==> src/hdl/fts_pkg.sv <==
// Shared types, constants and helper functions of the fan tach speed supervisor.
// Used by every module of the block; depends on nothing.
package fts_pkg;

  localparam int DIVIDEND_W = 47;
  localparam int DIVISOR_W  = 32;

  localparam logic [1:0] OP_UPDATE = 2'd0;
  localparam logic [1:0] OP_EDGE   = 2'd1;
  localparam logic [1:0] OP_SET    = 2'd2;

  localparam logic [6:0]  MIN_RUN_PCT    = 7'd25;
  localparam logic [6:0]  MAX_PCT        = 7'd100;
  localparam logic [31:0] ASSIST_MS      = 32'd5000;
  localparam logic [31:0] SAMPLE_MS      = 32'd1000;
  localparam logic [31:0] GRACE_MS       = 32'd3000;
  localparam logic [15:0] MIN_OK_RPM     = 16'd300;
  localparam logic [15:0] RESET_MAX_RPM  = 16'd6000;
  localparam logic [16:0] RESET_MIN_EDGE = 17'd5000;
  localparam logic [14:0] RPM_SCALE      = 15'd30000;
  localparam logic [24:0] GAP_SCALE      = 25'd30000000;
  localparam logic [7:0]  PWM_TOP        = 8'd255;

  typedef struct packed {
    logic [1:0]  op;
    logic [31:0] now_ms;
    logic [31:0] now_us;
    logic [7:0]  speed_percent;
  } in_item_t;

  typedef struct packed {
    logic [7:0]  pwm_counts;
    logic        power_on;
    logic [6:0]  applied_percent;
    logic [15:0] speed_rpm;
    logic        stall_failed;
    logic        edge_accepted;
  } out_item_t;

  typedef struct packed {
    logic load;
    logic apply;
    logic use_meas;
    logic div_start;
    logic cfg_wr;
    logic gap_load;
  } cmd_t;

  typedef struct packed {
    logic need_div;
    logic div_done;
  } sts_t;

  // 255 - (d * 255 + 50) / 100, the divide by 100 done as a reciprocal multiply.
  function automatic logic [7:0] pwm_from_duty(input logic [6:0] duty);
    logic [14:0] scaled;
    logic [27:0] prod;
    scaled = 15'(({8'd0, duty} << 8) - {8'd0, duty}) + 15'd50;
    prod   = {13'd0, scaled} * 28'd5243;
    return PWM_TOP - prod[26:19];
  endfunction

endpackage

==> src/hdl/fts_div.sv <==
// Restoring divider that produces one quotient bit per cycle.
// Depends on fts_pkg for the operand widths.
module fts_div (
  input  logic                           clk,
  input  logic                           rst_n,
  input  logic                           start,
  input  logic [fts_pkg::DIVIDEND_W-1:0] dividend,
  input  logic [fts_pkg::DIVISOR_W-1:0]  divisor,
  output logic                           done,
  output logic [fts_pkg::DIVIDEND_W-1:0] quotient
);
  import fts_pkg::*;

  localparam int CNT_W = $clog2(DIVIDEND_W + 1);

  logic [DIVISOR_W-1:0]  rem_r;
  logic [DIVISOR_W-1:0]  div_r;
  logic [DIVIDEND_W-1:0] quo_r;
  logic [CNT_W-1:0]      cnt_r;
  logic                  busy_r;
  logic                  done_r;
  logic [DIVISOR_W:0]    trial;
  logic                  fits;

  assign trial = {rem_r, quo_r[DIVIDEND_W-1]};
  assign fits  = trial >= {1'b0, div_r};

  always_ff @(posedge clk) begin
    if (!rst_n) begin
      busy_r <= 1'b0;
      done_r <= 1'b0;
      cnt_r  <= '0;
    end else begin
      done_r <= 1'b0;
      if (start) begin
        busy_r <= 1'b1;
        cnt_r  <= CNT_W'(DIVIDEND_W);
        rem_r  <= '0;
        div_r  <= divisor;
        quo_r  <= dividend;
      end else if (busy_r) begin
        rem_r <= fits ? DIVISOR_W'(trial - {1'b0, div_r}) : DIVISOR_W'(trial);
        quo_r <= {quo_r[DIVIDEND_W-2:0], fits};
        cnt_r <= cnt_r - CNT_W'(1);
        if (cnt_r == CNT_W'(1)) begin
          busy_r <= 1'b0;
          done_r <= 1'b1;
        end
      end
    end
  end

  assign done     = done_r;
  assign quotient = quo_r;

endmodule

==> src/hdl/fts_dpath.sv <==
// Datapath: supervisor state, event arithmetic, rpm and debounce division, result register.
// Depends on fts_pkg and instantiates fts_div.
module fts_dpath (
  input  logic               clk,
  input  logic               rst_n,
  input  fts_pkg::cmd_t      cmd,
  output fts_pkg::sts_t      sts,
  input  fts_pkg::in_item_t  in_item,
  input  logic [15:0]        cfg_data,
  output fts_pkg::out_item_t out_item
);
  import fts_pkg::*;

  in_item_t  item_r;
  out_item_t out_r;

  logic        power_r, power_nxt;
  logic [6:0]  duty_r, duty_nxt;
  logic [15:0] rpm_r, rpm_nxt;
  logic [31:0] pulse_r, pulse_nxt;
  logic [31:0] last_edge_r, last_edge_nxt;
  logic [31:0] win_start_r, win_start_nxt;
  logic        win_valid_r, win_valid_nxt;
  logic [31:0] assist_r, assist_nxt;
  logic [31:0] stall_since_r, stall_since_nxt;
  logic        stall_valid_r, stall_valid_nxt;
  logic        failed_r, failed_nxt;
  logic        edge_acc;
  logic [15:0] max_rpm_r;
  logic [16:0] min_edge_r;

  logic [31:0] ws_eff, elapsed, assist_gap;
  logic        running, assist_on;
  logic [6:0]  pct_c;
  logic [15:0] meas, rpm_tmp, lim;
  logic [17:0] filt_sum;

  logic                  div_go;
  logic [DIVIDEND_W-1:0] div_a;
  logic [DIVISOR_W-1:0]  div_b;
  logic                  div_done;
  logic [DIVIDEND_W-1:0] quo;

  assign ws_eff     = win_valid_r ? win_start_r : item_r.now_ms;
  assign elapsed    = item_r.now_ms - ws_eff;
  assign running    = power_r && (duty_r != '0);
  assign assist_gap = item_r.now_ms - assist_r;
  assign assist_on  = assist_gap[31];
  assign pct_c      = (item_r.speed_percent > {1'b0, MAX_PCT}) ? MAX_PCT
                                                               : item_r.speed_percent[6:0];
  assign meas       = quo[15:0];
  assign filt_sum   = 18'({rpm_r, 1'b0}) + 18'(rpm_r) + 18'(meas) + 18'd2;
  assign lim        = (cfg_data < MIN_OK_RPM) ? MIN_OK_RPM : cfg_data;

  assign sts.need_div = (item_r.op == OP_UPDATE) && running && (elapsed >= SAMPLE_MS);
  assign sts.div_done = div_done;

  assign div_go = cmd.div_start || cmd.cfg_wr;
  always_comb begin
    if (cmd.cfg_wr) begin
      div_a = DIVIDEND_W'(GAP_SCALE);
      div_b = DIVISOR_W'(lim);
    end else begin
      div_a = DIVIDEND_W'(pulse_r) * DIVIDEND_W'(RPM_SCALE);
      div_b = elapsed;
    end
  end

  fts_div u_div (
    .clk      (clk),
    .rst_n    (rst_n),
    .start    (div_go),
    .dividend (div_a),
    .divisor  (div_b),
    .done     (div_done),
    .quotient (quo)
  );

  always_comb begin
    power_nxt       = power_r;
    duty_nxt        = duty_r;
    rpm_nxt         = rpm_r;
    pulse_nxt       = pulse_r;
    last_edge_nxt   = last_edge_r;
    win_start_nxt   = win_start_r;
    win_valid_nxt   = win_valid_r;
    assist_nxt      = assist_r;
    stall_since_nxt = stall_since_r;
    stall_valid_nxt = stall_valid_r;
    failed_nxt      = failed_r;
    edge_acc        = 1'b0;
    rpm_tmp         = rpm_r;
    case (item_r.op)
      OP_UPDATE: begin
        if (!win_valid_r) begin
          pulse_nxt     = '0;
          last_edge_nxt = item_r.now_us;
          win_start_nxt = item_r.now_ms;
          win_valid_nxt = 1'b1;
        end
        if (!running) begin
          rpm_nxt         = '0;
          stall_valid_nxt = 1'b0;
          if (elapsed >= SAMPLE_MS) begin
            pulse_nxt     = '0;
            last_edge_nxt = item_r.now_us;
            win_start_nxt = item_r.now_ms;
            win_valid_nxt = 1'b1;
          end
        end else begin
          if (cmd.use_meas) begin
            pulse_nxt     = '0;
            win_start_nxt = item_r.now_ms;
            if (quo <= DIVIDEND_W'(max_rpm_r)) begin
              rpm_tmp = ((rpm_r == '0) || (meas == '0)) ? meas : filt_sum[17:2];
            end
          end
          rpm_nxt = rpm_tmp;
          if (assist_on || (rpm_tmp >= MIN_OK_RPM)) begin
            stall_valid_nxt = 1'b0;
          end else if (!stall_valid_r) begin
            stall_since_nxt = item_r.now_ms;
            stall_valid_nxt = 1'b1;
          end else if ((item_r.now_ms - stall_since_r) >= GRACE_MS) begin
            failed_nxt = 1'b1;
          end
        end
      end
      OP_EDGE: begin
        if ((item_r.now_us - last_edge_r) >= 32'(min_edge_r)) begin
          pulse_nxt     = pulse_r + 32'd1;
          last_edge_nxt = item_r.now_us;
          edge_acc      = 1'b1;
        end
      end
      OP_SET: begin
        if (pct_c == '0) begin
          assist_nxt      = '0;
          stall_valid_nxt = 1'b0;
          failed_nxt      = 1'b0;
          rpm_nxt         = '0;
          duty_nxt        = '0;
          power_nxt       = 1'b0;
          pulse_nxt       = '0;
          last_edge_nxt   = item_r.now_us;
          win_start_nxt   = item_r.now_ms;
          win_valid_nxt   = 1'b1;
        end else if (!power_r) begin
          assist_nxt      = item_r.now_ms + ASSIST_MS;
          stall_valid_nxt = 1'b0;
          failed_nxt      = 1'b0;
          pulse_nxt       = '0;
          last_edge_nxt   = item_r.now_us;
          win_start_nxt   = item_r.now_ms;
          win_valid_nxt   = 1'b1;
          duty_nxt        = MIN_RUN_PCT;
          power_nxt       = 1'b1;
        end else if (assist_on) begin
          duty_nxt = MIN_RUN_PCT;
        end else begin
          duty_nxt = (pct_c < MIN_RUN_PCT) ? MIN_RUN_PCT : pct_c;
        end
      end
      default: begin
      end
    endcase
  end

  always_ff @(posedge clk) begin
    if (!rst_n) begin
      power_r       <= 1'b0;
      duty_r        <= '0;
      rpm_r         <= '0;
      pulse_r       <= '0;
      last_edge_r   <= '0;
      win_start_r   <= '0;
      win_valid_r   <= 1'b0;
      assist_r      <= '0;
      stall_since_r <= '0;
      stall_valid_r <= 1'b0;
      failed_r      <= 1'b0;
      max_rpm_r     <= RESET_MAX_RPM;
      min_edge_r    <= RESET_MIN_EDGE;
    end else begin
      if (cmd.apply) begin
        power_r       <= power_nxt;
        duty_r        <= duty_nxt;
        rpm_r         <= rpm_nxt;
        pulse_r       <= pulse_nxt;
        last_edge_r   <= last_edge_nxt;
        win_start_r   <= win_start_nxt;
        win_valid_r   <= win_valid_nxt;
        assist_r      <= assist_nxt;
        stall_since_r <= stall_since_nxt;
        stall_valid_r <= stall_valid_nxt;
        failed_r      <= failed_nxt;
      end
      if (cmd.cfg_wr) begin
        max_rpm_r <= cfg_data;
      end
      if (cmd.gap_load) begin
        min_edge_r <= quo[16:0];
      end
    end
  end

  always_ff @(posedge clk) begin
    if (cmd.load) begin
      item_r <= in_item;
    end
    if (cmd.apply) begin
      out_r.pwm_counts      <= pwm_from_duty(duty_nxt);
      out_r.power_on        <= power_nxt;
      out_r.applied_percent <= duty_nxt;
      out_r.speed_rpm       <= rpm_nxt;
      out_r.stall_failed    <= failed_nxt;
      out_r.edge_accepted   <= edge_acc;
    end
  end

  assign out_item = out_r;

endmodule

==> src/hdl/fts_ctrl.sv <==
// Controller state machine: handshakes, sequencing of event execution and division.
// Depends on fts_pkg for the command and status types.
module fts_ctrl (
  input  logic          clk,
  input  logic          rst_n,
  input  logic          in_valid,
  output logic          in_ready,
  output logic          out_valid,
  input  logic          out_ready,
  input  logic          cfg_valid,
  output logic          cfg_ready,
  output fts_pkg::cmd_t cmd,
  input  fts_pkg::sts_t sts
);
  import fts_pkg::*;

  typedef enum logic [1:0] {
    S_IDLE,
    S_EXEC,
    S_DIV,
    S_GAP
  } state_t;

  state_t state_r, state_nxt;
  logic   out_valid_r, out_valid_nxt;

  assign cfg_ready = (state_r == S_IDLE);
  assign in_ready  = (state_r == S_IDLE) && !cfg_valid && (!out_valid_r || out_ready);
  assign out_valid = out_valid_r;

  always_comb begin
    cmd           = '0;
    state_nxt     = state_r;
    cmd.cfg_wr    = cfg_valid && cfg_ready;
    cmd.load      = in_valid && in_ready;
    case (state_r)
      S_IDLE: begin
        if (cmd.cfg_wr) begin
          state_nxt = S_GAP;
        end else if (cmd.load) begin
          state_nxt = S_EXEC;
        end
      end
      S_EXEC: begin
        if (sts.need_div) begin
          cmd.div_start = 1'b1;
          state_nxt     = S_DIV;
        end else begin
          cmd.apply = 1'b1;
          state_nxt = S_IDLE;
        end
      end
      S_DIV: begin
        if (sts.div_done) begin
          cmd.apply    = 1'b1;
          cmd.use_meas = 1'b1;
          state_nxt    = S_IDLE;
        end
      end
      S_GAP: begin
        if (sts.div_done) begin
          cmd.gap_load = 1'b1;
          state_nxt    = S_IDLE;
        end
      end
      default: begin
        state_nxt = S_IDLE;
      end
    endcase
    if (cmd.apply) begin
      out_valid_nxt = 1'b1;
    end else if (out_ready) begin
      out_valid_nxt = 1'b0;
    end else begin
      out_valid_nxt = out_valid_r;
    end
  end

  always_ff @(posedge clk) begin
    if (!rst_n) begin
      state_r     <= S_IDLE;
      out_valid_r <= 1'b0;
    end else begin
      state_r     <= state_nxt;
      out_valid_r <= out_valid_nxt;
    end
  end

endmodule

==> src/hdl/fan_tach_speed_supervisor_core.sv <==
// Top level of the fan tach speed supervisor: controller plus datapath.
// Depends on fts_pkg, fts_ctrl, fts_dpath and fts_div.
//
//   Channel  Handshake              Payload
//   in_      in_valid / in_ready    in_item  (op, now_ms, now_us, speed_percent)
//   out_     out_valid / out_ready  out_item (pwm, power, duty, rpm, failed, edge)
//   cfg_     cfg_valid / cfg_ready  cfg_data (max_valid_rpm)
//
// Tach edges, speed requests and updates without a full window pass through the execute state only.
// An update that closes an rpm window also waits in the divide state for the bit-serial divider.
// A configuration write holds off items while the debounce gap is divided.
// The result register frees the input side once the last result is being taken.
// Reset is synchronous and needs no clearing pass.
module fan_tach_speed_supervisor_core (
  input  logic               clk,
  input  logic               rst_n,
  input  logic               in_valid,
  output logic               in_ready,
  input  fts_pkg::in_item_t  in_item,
  output logic               out_valid,
  input  logic               out_ready,
  output fts_pkg::out_item_t out_item,
  input  logic               cfg_valid,
  output logic               cfg_ready,
  input  logic [15:0]        cfg_data
);
  import fts_pkg::*;

  cmd_t cmd;
  sts_t sts;

  fts_ctrl u_ctrl (
    .clk       (clk),
    .rst_n     (rst_n),
    .in_valid  (in_valid),
    .in_ready  (in_ready),
    .out_valid (out_valid),
    .out_ready (out_ready),
    .cfg_valid (cfg_valid),
    .cfg_ready (cfg_ready),
    .cmd       (cmd),
    .sts       (sts)
  );

  fts_dpath u_dpath (
    .clk      (clk),
    .rst_n    (rst_n),
    .cmd      (cmd),
    .sts      (sts),
    .in_item  (in_item),
    .cfg_data (cfg_data),
    .out_item (out_item)
  );

endmodule

==> config.mk <==
export PLATFORM = sky130hd
export DESIGN_NAME = fan_tach_speed_supervisor_core
export DESIGN_NICKNAME = d
export VERILOG_FILES = /design/src/hdl/fts_pkg.sv /design/src/hdl/fts_div.sv /design/src/hdl/fts_dpath.sv /design/src/hdl/fts_ctrl.sv /design/src/hdl/fan_tach_speed_supervisor_core.sv
export SDC_FILE = /design/constraint.sdc
export NUM_CORES = 2
export LEC_CHECK = 0
export BUFFER_PORTS_ARGS = -buffer_cell sky130_fd_sc_hd__buf_2
export CAP_MARGIN = 20
export CORE_MARGIN = 2
export CORE_UTILIZATION = 45
export CTS_CLUSTER_DIAMETER = 60
export DETAILED_ROUTE_END_ITERATION = 8
export PLACE_DENSITY = 0.68
export SETUP_SLACK_MARGIN = 0.1
export SYNTH_ARGS = -nofsm -noshare
export SYNTH_HDL_FRONTEND = slang
export SYNTH_HIERARCHICAL = 1
export SYNTH_SLANG_ARGS = --single-unit
==> constraint.sdc <==
create_clock -name clk -period 12 [get_ports clk]
set_clock_uncertainty 0.1 [all_clocks]
set_input_delay 1.8 -clock clk [delete_from_list [all_inputs] [get_ports clk]]
set_output_delay 1.8 -clock clk [all_outputs]
set_load 0.02 [all_outputs]
==> results.ini <==
[setup_path]
critical_path_class=flop to flop
crit_required_ns=12.26
cp-start-kind=flop
cp_slowest_cell=xnor2_1
max_stage_delay_ns=0.68
cp_data_arrival_time_ns=10.37
end_kind=flop
critPathMaxFanout=9

[finish]
multi_input_area_um2=25870
drive_gt1_share_pct=8.330
final-seq-area_um2=11200
antenna_cells=0
syn_to_final_growth_pct=9.078
nets=5062
final_cell_area_um2=42970
n_fill_cell=8135

[detailed_routing]
num_vias=31620
viasPerCell=5.736
drt-wirelength-per-cell_um=18.89
drc=0
drt_iter0_drc=2477
first_pass_iters=6
drt-total-wl_um=104100
postRouteAntennaNets=0

[synthesis]
yosysTopAreaCellShare_pct=16.70
synth_cell_types=100
netlist_instances=4255
ys_ff_latch=450
synth_edf_count=219
synthMostInstantiatedCell=inv_1
synth_warnings=6
syn-cell-area_um2=39390
yosys.area.top_type=edfxtp_1
ys_seq_area_share_pct=28.44
avgSynthCellArea_um2=9.257
netlist_top_cells_area=edfxtp_1 17%, ha_1 14%, dfxtp_1 12%
synth_common_cells=455 x inv_1, 432 x ha_1, 357 x nand2_1, 288 x nor2_1, 248 x a21oi_1
synthArstFlopShare_pct=0
synthFlopType=dfxtp_1

[timing]
setup_tns_ns=0
holdWs_ns=0.3515
finalHoldViolations=0
maxSlewViolCount=0
rsz0062_at_grt=false
fin_crit_ns=10.11
clock.fmax_mhz=98.90
period_share_pct=84.26
setup_viol=0
worstMarginPinSlew_ns=1.044
relSlewSlack_pct=29.75

[worst_hold_path]
hold_path_class=flop to flop

[clocking]
clkLatencyLatePin_ns=0.64
hold_buffers=0
post-cts-setup-buffers=0
numCtsBuffers=57
cts_tree=done
htreeDepth=2
path_clk_slew_ns=0.06
cts_root_buf=clkbuf_16
clock_sinks=450
cts_resized=0
clk_path_buf_depth=3

[floorplan]
rows=108
ios=132
coreArea_um2=86750
initial_core_util_pct=45.40
die_h_um=299.9
die_x_um=299.9
die-area_um2=89920

[power]
power_mw=6.096
p_per_area_nw_per_um2=141.9
leakage_nw=18.56
peakVddDrop_v=0.0002006

[global_routing]
grt_pass1_wl_um=166900
track_usage_pct=22.91
grt_pass1_vias=30970
use_met1_pct=31.17
grt_max_degree=88
use_met2_pct=37.62
grt-ovfl-total=0
use_met3_pct=2.963
antenna_found_initial=1
busiest_layer=met2

[place]
postPlaceCellArea_um2=41130
port_buffers=131
dp_hpwl_um=79920
gp_congestion=0.9467

[job]
cap_viol_max_count=0

[run_status]
status=finished, final reports clean

-- cells in the final DEF (no fill, tap or decap), types with 54 or more instances in the layout --
cell type / netlist / final
o21ai_0: 179 / 179
nor3_1: 66 / 65
inv_1: 455 / 453
dfxtp_1: 231 / 230
nor2_1: 288 / 286
clkbuf_16: 0 / 59
xnor2_1: 110 / 110
nand4_1: 54 / 54
nand2_1: 357 / 357
fa_1: 224 / 224
nand3_1: 80 / 80
ha_1: 432 / 432
a21oi_1: 248 / 248
a21o_1: 101 / 101
buf_2: 18 / 130
mux2i_1: 165 / 165
edfxtp_1: 219 / 219
xor2_1: 65 / 65
-- sequential cells by signal, summed over array words and instances, names as in the netlist, 16 cells and up --
register and count:
u_dpath/max_rpm_r 16, u_dpath/item_r 74, u_dpath/min_edge_r 17, u_dpath/assist_r 32, u_dpath/u_div/quotient 47, u_dpath/stall_since_r 32
u_dpath/win_start_r 32, u_dpath/pulse_r 32, u_dpath/u_div/div_r 32, u_dpath/out_item 34, u_dpath/last_edge_r 32, u_dpath/u_div/rem_r 32
u_dpath/rpm_r 16
-- final timing paths --
check,slack (ns),end,from,depth (start not counted)
worst max-delay path,1.89,u_dpath/out_item[33]$_DFFE_PP_,u_dpath/item_r[67]$_DFFE_PP_,32
worst min-delay path,0.35,u_dpath/assist_r[7]$_SDFFE_PN0P_,u_dpath/assist_r[7]$_SDFFE_PN0P_,2
worst max register to register,1.89,u_dpath/out_item[33]$_DFFE_PP_,u_dpath/item_r[67]$_DFFE_PP_,32
worst min register to register,0.35,u_dpath/assist_r[7]$_SDFFE_PN0P_,u_dpath/assist_r[7]$_SDFFE_PN0P_,2
-- metal layers --
metal,up-vias,share of wire (%)
li1,15290,-
met4,0,3.2
met3,167,5.5
met2,857,46
met1,15310,45
met5,-,0
-- report_power, final --
group	total [mW]	switching, mW	internal (mW)
sequential	1.87	0.0903	1.78
combinational	2.55	1.52	1.03
clock	1.68	0.709	0.974
-- per-stage QoR --
stage               worst slack (ns)  std cells  utilization, %
finish                         1.889       5513           49.53
global route                   1.109       5513           49.53
CTS                            1.869       5513           49.53
detailed placement             1.880       5407           47.41
global placement               2.058       5407           47.41
floorplan                      2.964       4258               -
-- worst max-delay path: cells and delay by family (launching register included) --
kind                       cells  cell delay (ns)
DFF                            1             0.53
xor gates and xnor gates       3             1.04
AOI/OAI and AO/OA             15             3.87
adders and majority gates      8             3.41
buffers and inverters          3             0.30
and+or+nand+nor                3             0.59
-- cell type report --
type,count,area share [%]
Timing Repair Buffer,162,2.073
Clock inverter,21,0.4426
Clock buffer,85,3.826
Multi-Input combinational cell,3181,60.20
Tap cell,1155,3.363
Sequential cell,450,26.07
Inverter,459,4.019
-- cells by family after synthesis --
group / after synthesis / share of synthesized area [%]
AO/OA/AOI/OAI: 1006 / 17.18
buffers and inverters: 627 / 6.102
AND/OR/NAND/NOR: 1126 / 13.68
adder cells (fa/ha/maj): 656 / 25.11
XOR/XNOR: 175 / 3.891
multiplexers: 214 / 5.594
flip-flops: 450 / 28.44
other: 1 / 0.009520
(Power assumes the default switching activity.)
